[config.mk]
export PLATFORM = sky130hd
export DESIGN_NAME = tsrs_ctrl
export DESIGN_NICKNAME = d
export VERILOG_FILES = /design/src/rtl/tsrs_pkg.sv /design/src/rtl/tsrs_step.sv /design/src/rtl/tsrs_ctrl.sv
export SDC_FILE = /design/constraint.sdc
export NUM_CORES = 1
export LEC_CHECK = 0
export BUFFER_PORTS_ARGS = -buffer_cell sky130_fd_sc_hd__buf_2
export CAP_MARGIN = 40
export CORE_MARGIN = 10
export CORE_UTILIZATION = 25
export CTS_CLUSTER_SIZE = 40
export DETAILED_ROUTE_END_ITERATION = 10
export PLACE_DENSITY = 0.55
export SETUP_SLACK_MARGIN = 0.3
export SYNTH_ARGS = -nofsm -noshare
export SYNTH_HDL_FRONTEND = slang
export SYNTH_SLANG_ARGS = --single-unit
[constraint.sdc]
create_clock -name clk_i -period 13 [get_ports clk_i]
set_clock_uncertainty 0.15 [all_clocks]
set_input_delay 0.65 -clock clk_i [delete_from_list [all_inputs] [get_ports clk_i]]
set_output_delay 0.65 -clock clk_i [all_outputs]
set_load 0.01 [all_outputs]
[src/rtl/tsrs_pkg.sv]
// ----------------------------------------------------------------------------
// tsrs_pkg
// Shared constants, codes and types of the timestamp range search core.
// ----------------------------------------------------------------------------
package tsrs_pkg;

  // Store geometry
  localparam int DEPTH  = 1024;
  localparam int ADDR_W = $clog2(DEPTH);
  localparam int CNT_W  = $clog2(DEPTH + 1);
  localparam int TS_W   = 32;
  localparam int IDX_W  = 10;

  // Stream widths
  localparam int IN_TDATA_W  = 3 * TS_W;
  localparam int OP_W        = 2;
  localparam int ST_W        = 3;
  localparam int OUT_TDATA_W = ((2 * IDX_W + 7) / 8) * 8;

  // Operation codes
  typedef enum logic [OP_W-1:0] {
    OP_APPEND = 2'd0,
    OP_CLEAR  = 2'd1,
    OP_QUERY  = 2'd2
  } op_e;

  // Result status codes
  typedef enum logic [ST_W-1:0] {
    ST_APPENDED = 3'd0,
    ST_FULL     = 3'd1,
    ST_FOUND    = 3'd2,
    ST_NONE     = 3'd3,
    ST_CLEARED  = 3'd4
  } status_e;

  // One result beat
  typedef struct packed {
    status_e              status;
    logic [IDX_W-1:0]     first_index;
    logic [IDX_W-1:0]     last_index;
  } res_t;

  // Search step request and answer
  typedef struct packed {
    logic             cmp_en;
    logic             inclusive;
    logic [CNT_W-1:0] lo;
    logic [CNT_W-1:0] hi;
    logic [CNT_W-1:0] mid;
    logic [TS_W-1:0]  key;
  } step_req_t;

  typedef struct packed {
    logic [CNT_W-1:0] lo;
    logic [CNT_W-1:0] hi;
    logic [CNT_W-1:0] mid;
    logic             more;
  } step_rsp_t;

endpackage

[src/rtl/tsrs_step.sv]
// ----------------------------------------------------------------------------
// tsrs_step
// Shared compare-and-step unit: narrows one binary search interval per probe
// and forms the next probe index.
// ----------------------------------------------------------------------------
module tsrs_step
  import tsrs_pkg::*;
(
  input  step_req_t         req_i,
  input  logic [TS_W-1:0]   rdata_i,
  output step_rsp_t         rsp_o
);

  logic             go_right;
  logic [CNT_W-1:0] lo_n;
  logic [CNT_W-1:0] hi_n;

  // Compare probed timestamp against key
  assign go_right = req_i.inclusive ? (rdata_i <= req_i.key) : (rdata_i < req_i.key);

  // Narrow the interval only when a probe result is present
  always_comb begin
    lo_n = req_i.lo;
    hi_n = req_i.hi;
    if (req_i.cmp_en) begin
      if (go_right) begin
        lo_n = req_i.mid + CNT_W'(1);
      end else begin
        hi_n = req_i.mid;
      end
    end
  end

  // Next probe index
  assign rsp_o.lo   = lo_n;
  assign rsp_o.hi   = hi_n;
  assign rsp_o.mid  = lo_n + ((hi_n - lo_n) >> 1);
  assign rsp_o.more = (lo_n < hi_n);

endmodule

[src/rtl/tsrs_ctrl.sv]
// ----------------------------------------------------------------------------
// tsrs_ctrl
// Sequencer: takes one operation, updates the record count, drives the store
// and runs both binary searches through the shared step unit.
// ----------------------------------------------------------------------------
module tsrs_ctrl
  import tsrs_pkg::*;
(
  input  logic              clk_i,
  input  logic              rst_ni,
  input  logic              in_valid_i,
  output logic              in_ready_o,
  input  logic [OP_W-1:0]   op_i,
  input  logic [TS_W-1:0]   record_time_i,
  input  logic [TS_W-1:0]   query_start_i,
  input  logic [TS_W-1:0]   query_end_i,
  output logic              we_o,
  output logic [ADDR_W-1:0] waddr_o,
  output logic [TS_W-1:0]   wdata_o,
  output logic [ADDR_W-1:0] raddr_o,
  input  logic [TS_W-1:0]   rdata_i,
  output logic              res_valid_o,
  input  logic              res_ready_i,
  output res_t              res_o
);

  typedef enum logic [3:0] {
    S_IDLE   = 4'b0001,
    S_START  = 4'b0010,
    S_SEARCH = 4'b0100,
    S_RESP   = 4'b1000
  } state_e;

  state_e           state_q, state_d;
  logic [CNT_W-1:0] count_q, count_d;
  logic [CNT_W-1:0] lo_q, lo_d;
  logic [CNT_W-1:0] hi_q, hi_d;
  logic [CNT_W-1:0] mid_q, mid_d;
  logic [CNT_W-1:0] lb_q, lb_d;
  logic             pass_q, pass_d;
  logic [TS_W-1:0]  start_q, start_d;
  logic [TS_W-1:0]  end_q, end_d;
  res_t             res_q, res_d;
  step_req_t        step_req;
  step_rsp_t        step_rsp;
  logic [CNT_W-1:0] ub;
  logic             found;

  // Shared step unit
  assign step_req.cmp_en    = (state_q == S_SEARCH);
  assign step_req.inclusive = pass_q;
  assign step_req.lo        = lo_q;
  assign step_req.hi        = hi_q;
  assign step_req.mid       = mid_q;
  assign step_req.key       = pass_q ? end_q : start_q;

  tsrs_step u_step (
    .req_i   (step_req),
    .rdata_i (rdata_i),
    .rsp_o   (step_rsp)
  );

  // Range check on the finished pair of searches
  assign ub    = step_rsp.lo;
  assign found = (lb_q < count_q) && (ub != '0) && (lb_q <= ub - CNT_W'(1));

  assign in_ready_o  = (state_q == S_IDLE);
  assign res_valid_o = (state_q == S_RESP);
  assign res_o       = res_q;
  assign waddr_o     = count_q[ADDR_W-1:0];
  assign wdata_o     = record_time_i;
  assign raddr_o     = step_rsp.mid[ADDR_W-1:0];

  // Sequencer
  always_comb begin
    state_d = state_q;
    count_d = count_q;
    lo_d    = step_rsp.lo;
    hi_d    = step_rsp.hi;
    mid_d   = step_rsp.mid;
    lb_d    = lb_q;
    pass_d  = pass_q;
    start_d = start_q;
    end_d   = end_q;
    res_d   = res_q;
    we_o    = 1'b0;
    case (state_q)
      S_IDLE: begin
        if (in_valid_i) begin
          res_d   = '{status: ST_NONE, first_index: '0, last_index: '0};
          state_d = S_RESP;
          case (op_e'(op_i))
            OP_APPEND: begin
              if (count_q == CNT_W'(DEPTH)) begin
                res_d.status = ST_FULL;
              end else begin
                we_o         = 1'b1;
                count_d      = count_q + CNT_W'(1);
                res_d.status = ST_APPENDED;
              end
            end
            OP_CLEAR: begin
              count_d      = '0;
              res_d.status = ST_CLEARED;
            end
            OP_QUERY: begin
              start_d = query_start_i;
              end_d   = query_end_i;
              lo_d    = '0;
              hi_d    = count_q;
              pass_d  = 1'b0;
              state_d = S_START;
            end
            default: begin
              res_d.status = ST_NONE;
            end
          endcase
        end
      end
      S_START, S_SEARCH: begin
        if (step_rsp.more) begin
          state_d = S_SEARCH;
        end else if (!pass_q) begin
          // Lower bound done; start the upper bound
          lb_d    = step_rsp.lo;
          lo_d    = '0;
          hi_d    = count_q;
          pass_d  = 1'b1;
          state_d = S_START;
        end else begin
          if (found) begin
            res_d = '{status: ST_FOUND,
                      first_index: IDX_W'(lb_q),
                      last_index: IDX_W'(ub - CNT_W'(1))};
          end else begin
            res_d = '{status: ST_NONE, first_index: '0, last_index: '0};
          end
          state_d = S_RESP;
        end
      end
      S_RESP: begin
        if (res_ready_i) begin
          state_d = S_IDLE;
        end
      end
      default: begin
        state_d = S_IDLE;
      end
    endcase
  end

  // Control state
  always_ff @(posedge clk_i or negedge rst_ni) begin
    if (!rst_ni) begin
      state_q <= S_IDLE;
      count_q <= '0;
      pass_q  <= 1'b0;
    end else begin
      state_q <= state_d;
      count_q <= count_d;
      pass_q  <= pass_d;
    end
  end

  // Search and result payload
  always_ff @(posedge clk_i) begin
    lo_q    <= lo_d;
    hi_q    <= hi_d;
    mid_q   <= mid_d;
    lb_q    <= lb_d;
    start_q <= start_d;
    end_q   <= end_d;
    res_q   <= res_d;
  end

endmodule

== Word level (Yosys, flattened, before mapping) ==
Cells that the tools add are included.

* $add $sub $neg: 5
* Multipliers: 0
* Div/mod/pow operators: 0
* $lt $le $gt $ge: 5
* Eq/ne operators: 13
* Shifts and indexed selects: 0
* Muxes and demuxes: 39
* Bitwise operators: 2
* Reduce and logical (&&, ||, !) cells: 13

{| class="wikitable"
|+ Operators by type and width
! operator !! number
|-
| two-way mux 11 bit || 13
|-
| two-way mux 23 bit || 3
|-
| one-hot mux 11 bit (2 select lines) || 3
|-
| one-hot mux 23 bit (2 select lines) || 1
|-
| less-or-equal comparator 32 bit || 1
|-
| less-than comparator 32 bit || 1
|-
| two-way mux 32 bit || 1
|-
| adder 11 x 1 -> 11 bit, second input constant || 2
|-
| less-than comparator 11 bit || 2
|-
| two-way mux 21 bit || 1
|-
| two-way mux 4 bit || 5
|-
| one-hot mux 4 bit (3 select lines) || 1
|-
| AND reduction 4 bit || 3
|-
| adder 11 x 10 -> 11 bit || 1
|-
| == test 11 bit, second input constant || 1
|-
| less-or-equal comparator 11 bit || 1
|-
| nonzero test 11 bit || 1
|-
| subtractor 11 x 1 -> 11 bit, second input constant || 1
|-
| subtractor 11 bit || 1
|-
| two-way mux 1 bit || 9
|-
| inequality test 2 bit, second input constant || 4
|-
| one-hot mux 3 bit (2 select lines) || 1
|-
| AND reduction 3 bit || 2
|-
| == test 4 x 1 -> 1 bit, second input constant || 1
|-
| 13 further kinds || 17
|}

* Bits in registers: 147
* Latch bits: 0
* Memory bits (writable): 0
* Bits in read-only memories: 0
* Bits of input ports: 134
* Word-level logic and storage cells: 89
* Memories: 0

== Depth between registers and ports, before layout ==
* Word-level depth: 12
* Mapped depth: 29
* Depth with buffers taken out: 25

== Modules after synthesis ==
From an unflattened synthesis, not the netlist that was laid out.

* Cell total of the unflattened synthesis: 791
* Area total of the unflattened synthesis: 8774.7 um^2

{| class="wikitable"
|+ Modules (own cells, without submodules)
! module !! instances !! cells each !! area an instance (um^2) !! sequential area each (um^2)
|-
| tsrs_ctrl || 1 || 460 || 6328.6 || 4005.1
|-
| tsrs_step || 1 || 331 || 2446.1 || 0.0
|}

== Worst setup path before layout ==
OpenSTA, ideal clock, no wires.

* Path kind: register to register
* From: register pass_q
* To: register res_q, in the netlist res_o[0], enable pin
* Library setup time: 0.435 ns
* Data arrival time: 7.287 ns
* Required time: 12.415 ns
* Slack: 5.128 ns
* Cell stages (with the launch flop): 22
* Path buffers: 4
* Period minus slack after synthesis: 7.872 ns
* Path through: dfrtp_1 > clkbuf_1 > clkbuf_1 > mux2i_1 > ha_1 > nand4_2 > or4_4 > nor3b_2 > a21oi_2 > a211oi_4 > buf_6 > buf_6 > mux2i_1 > ha_1 > nor2b_1 > o21ai_0 > a21boi_0 > o21a_1 > o311a_1 > o41ai_1 > a21oi_1 > o21ai_0

* Word-level cells in the longest chain between the ends: 8
* Elaborated cells on any way between the ends: 12
* Classes of those cells: 3 x order compare; 2 x eq/ne; 6 x mux; 1 x reduce/logical

{| class="wikitable"
|+ RTL lines
! item !! RTL line !! text
|-
| from (decl) || tsrs_ctrl.sv:40 || <nowiki>logic pass_q, pass_d;</nowiki>
|-
| from (signal assigned) || tsrs_ctrl.sv:161 || <nowiki>pass_q <= pass_d;</nowiki>
|-
| two-way mux 32 bit || tsrs_ctrl.sv:55 || <nowiki>assign step_req.key = pass_q ? end_q : start_q;</nowiki>
|-
| less-than comparator 32 bit or less-or-equal comparator 32 bit (tied branches) || tsrs_step.sv:19 || <nowiki>assign go_right = req_i.inclusive ? (rdata_i <= req_i.key) : (rdata_i < req_i.key);</nowiki>
|-
| two-way mux 1 bit || tsrs_step.sv:19 ||
|-
| two-way mux 11 bit || tsrs_step.sv:26 || <nowiki>if (go_right) begin</nowiki>
|-
| two-way mux 11 bit || tsrs_step.sv:25 || <nowiki>if (req_i.cmp_en) begin</nowiki>
|-
| less-than comparator 11 bit || tsrs_step.sv:38 || <nowiki>assign rsp_o.more = (lo_n < hi_n);</nowiki>
|-
| inequality test 2 bit (no line) || -- ||
|-
| AND reduction 4 bit (no line) * || -- ||
|-
| to (signal assigned) || tsrs_ctrl.sv:173 || <nowiki>res_q <= res_d;</nowiki>
|-
| to (decl) || tsrs_ctrl.sv:43 || <nowiki>res_t res_q, res_d;</nowiki>
|}

Every way passes the cells marked *; elsewhere a longest branch is shown, timed or not.
A chain may end at the register's enable or synchronous reset.

== Worst setup path after layout ==
* From: register pass_q
* To: output raddr_o[9]

* Word-level cells in the longest chain between the ends: 7
* Elaborated cells on any way between the ends: 10
* Classes of those cells: 2 x add/sub; 2 x order compare; 6 x mux

{| class="wikitable"
|+ RTL lines
! item !! RTL line !! text
|-
| two-way mux 32 bit || tsrs_ctrl.sv:55 ||
|-
| less-than comparator 32 bit or less-or-equal comparator 32 bit (tied branches) || tsrs_step.sv:19 ||
|-
| two-way mux 1 bit * || tsrs_step.sv:19 ||
|-
| two-way mux 11 bit || tsrs_step.sv:26 ||
|-
| two-way mux 11 bit || tsrs_step.sv:25 ||
|-
| subtractor 11 bit || tsrs_step.sv:37 || <nowiki>assign rsp_o.mid = lo_n + ((hi_n - lo_n) >> 1);</nowiki>
|-
| adder 11 x 10 -> 11 bit * || tsrs_step.sv:37 ||
|-
| to (decl) || tsrs_ctrl.sv:20 || <nowiki>output logic [ADDR_W-1:0] raddr_o,</nowiki>
|}

Marked as above.

==> flow_summary.json <==
{
  "outcome": "finished, final reports clean",
  "grt_max_degree": 66,
  "avgViaCountPerCell": 4.40,
  "ir_worst_vdd_v": 0.000112,
  "post_cts_buffers": 0,
  "cts_tree": "done",
  "crit_type": "register to primary output",
  "overflow": 0,
  "synth_area_leaders": "edfxtp_1 (34%), ha_1 (11%), dfxtp_1 (7.7%), mux2i_1 (4.5%), buf_4 (4.5%)",
  "crit_chain": "buf_4 > mux2i_1 > ha_1 > nand4_2 > or4_4 > nor3b_2 > a21oi_2 > a211oi_4 > buf_4 > mux2i_1 > ha_1 > nor2b_1 > o21ai_0 > a21boi_0 > o21a_1 > or3_1 > a31oi_1 > xnor2_1 > ha_1 > a21oi_1 > o21bai_1 > a21oi_1 > xnor2_1 > buf_2",
  "yosys_most_used_dff": "edfxtp_1",
  "cts_resized": 0,
  "setup_slack_ns": 5.03,
  "drc": 0,
  "multi_input_area_um2": 3940,
  "clk_latency_ns": 0.42,
  "die_area_um2": 42200,
  "cp-start-kind": "register",
  "avgSynthCellArea_um2": 11.5,
  "cap_violations": 0,
  "cts_sinks": 147,
  "cts_buffer_depth": 2,
  "seq_area_frac_synth_pct": 46.5,
  "ys_warn_count": 0,
  "grt_first_pass_wirelength_um": 34300,
  "slowest_stage": "dfrtp_2",
  "slew_viol_final": 0,
  "grt_pass1_vias": 6189,
  "crit_top_cell": "ha_1",
  "wl_per_cell_um": 16.6,
  "clkTransAtPathRegs_ns": 0.06,
  "cts_made_buffers": 17,
  "via_count": 5807,
  "slowest_delay_ns": 0.70,
  "wl_um": 21900,
  "fin_crit_ns": 7.97,
  "start_util_pct": 25.5,
  "die_h_um": 206,
  "antenna_found_initial": 2,
  "relSlewSlack_pct": 41.6,
  "finalPower_mw": 2.35,
  "hold_viol": 0,
  "regArea_um2": 4010,
  "first_pass_iters": 5,
  "synthArstFlopShare_pct": 10.9,
  "synth_cell_types": 73,
  "finalSetupViolCount": 0,
  "endpoint_kind": "primary output",
  "ys_seq_elements": 147,
  "synth_edf_count": 98,
  "syn_nets": 964,
  "die_x_um": 206,
  "netlist.area_leader.share_pct": 34.2,
  "nNetsFinal": 1071,
  "p_per_area_nw_per_um2": 232,
  "rsz0062_at_grt": "false",
  "synthCells": 750,
  "cp_top_family": "compound AO/OA/AOI/OAI gates",
  "num-fill-cells": 3465,
  "pre_cts_slack_ns": 5.35,
  "dp_cells": 1285,
  "area_delta_synth_final_pct": 17.5,
  "cp.buffers_inverters": 3,
  "dpl.hpwl_um": 17600,
  "p_leak_nw": 4.17,
  "grt_usage_pct": 10.6,
  "final_cells": 1319,
  "cts_max_level": 4,
  "critical_path_arrival_ns": 7.17,
  "finalCritPeriodShare_pct": 61.3,
  "coreArea_um2": 33800,
  "max_freq_ghz": 0.125,
  "critical_path_peak_fanout": 21,
  "hold_class": "primary input to register",
  "antenna_left": 0,
  "drive_gt1_share_pct": 28.9,
  "ios": 212,
  "critPathRequiredTime_ns": 12.20,
  "tns_ns": 0,
  "io_buffers": 147,
  "rows": 67,
  "synth_top_cell_by_area": "edfxtp_1",
  "cts-root-buf": "clkbuf_16",
  "worstMarginPinSlew_ns": 0.875,
  "synth_area_um2": 8610,
  "cts_hold_buf": 1,
  "drtIter0Drc": 326,
  "gp_congestion": 0.783
}
cells in the mapped netlist, drive strengths merged (3+ instances only):
cell type / instances
mux2: 21
a31oi: 5
o21ai: 25
dfxtp: 33
nor4: 4
a211oi: 5
o211ai: 3
nand4: 14
or4: 3
edfxtp: 98
inv: 46
clkbuf: 10
xor2: 11
nand2b: 3
or2: 3
a21o: 10
nor3: 19
and2: 4
a21oi: 40
nand2: 33
mux2i: 40
nor2: 50
o21a: 7
nand3b: 5
o21bai: 4
nand3: 18
xnor2: 29
dfrtp: 15
ha: 78
or3: 7
nor3b: 11
nor2b: 5
buf: 60
placed cells by master, fill, tap and decap left out, types with 13 or more instances in the layout:
| master | instances |
|---|---|
| dfxtp_1 | 33 |
| o21ai_0 | 22 |
| clkbuf_16 | 17 |
| inv_1 | 45 |
| nand2_1 | 33 |
| buf_2 | 147 |
| mux2i_1 | 39 |
| a21oi_1 | 39 |
| xnor2_1 | 29 |
| nor2_1 | 49 |
| nand3_1 | 18 |
| edfxtp_1 | 98 |
| ha_1 | 78 |
| nand4_1 | 13 |
| mux2_2 | 15 |
| dfrtp_1 | 14 |
where the power goes:
part,switching (mW),internal (mW)
Sequential,0.0703,0.604
Clock,0.190,0.316
Combinational,0.684,0.482
Total,0.945,1.40
final cells by class:
class	instances	share of cell area (%)
inverters	46	1.71
clock inverters	10	1.30
well taps	448	5.54
repair buffers	158	8.19
clock buffers	22	4.69
multi-input cells	487	38.9
flip-flops and latches	147	39.6
diodes	1	0.0247
registers in the layout, indices dropped and copies added, names as in the netlist:
| signal | cells |
|---|---|
| count_q | 11 |
| end_q | 32 |
| hi_q | 11 |
| lb_q | 11 |
| lo_q | 11 |
| mid_q | 11 |
| pass_q | 1 |
| res_o | 23 |
| start_q | 32 |
| state_q | 4 |
stage by stage:
step                utilization, %  cell area, um2  hold slack, ns
finish                        29.9           10100           0.247
global route                  29.9           10100           0.226
CTS                           29.9           10100           0.229
detailed placement            28.1            9490           0.389
global placement              28.1            9480           0.379
floorplan                        -            8610           0.204
kinds of logic after synthesis:
group	after synthesis	synth area share, %
AOI/OAI and AO/OA	120	9.55
and+or+nand+nor	186	12.4
DFF	147	46.5
muxes	61	7.70
buffers and inverters	116	7.86
xor gates and xnor gates	40	4.16
adders and majority gates	80	11.8
worst register-to-register path, delay by kind of cell (launching register included):
kind	cells	cell delay [ns]
compound gates	7	1.32
fa+ha+maj	3	0.96
buf+inv	3	0.96
flops	1	0.70
mux	2	0.78
simple gates	7	1.98
metal layers:
metal	vias to the layer above	part of all wire, %	global-route usage (%)
met4	2	1.8	4.04
met1	2756	43	12.4
met3	24	6.0	3.05
met2	129	49	17.9
li1	2896	-	-
met5	-	0.091	0
final timing paths:
path / cells after the start / to / start / slack [ns]
min: 1 / end_q[18]$_DFFE_PP_ / query_end_i[18] / 0.25
min reg2reg: 2 / hi_q[0]$_DFF_P_ / hi_q[0]$_DFF_P_ / 0.40
max in group asynchronous: 2 / state_q[0]$_DFFE_PN1P_ / rst_ni / 11.84
max reg2reg: 22 / res_o[20]$_DFFE_PP_ / pass_q$_DFFE_PN0P_ / 5.89
max: 24 / raddr_o[9] / pass_q$_DFFE_PN0P_ / 5.03
min in group asynchronous: 2 / state_q[2]$_DFFE_PN0P_ / rst_ni / 0.55
(Power assumes the default switching activity.)
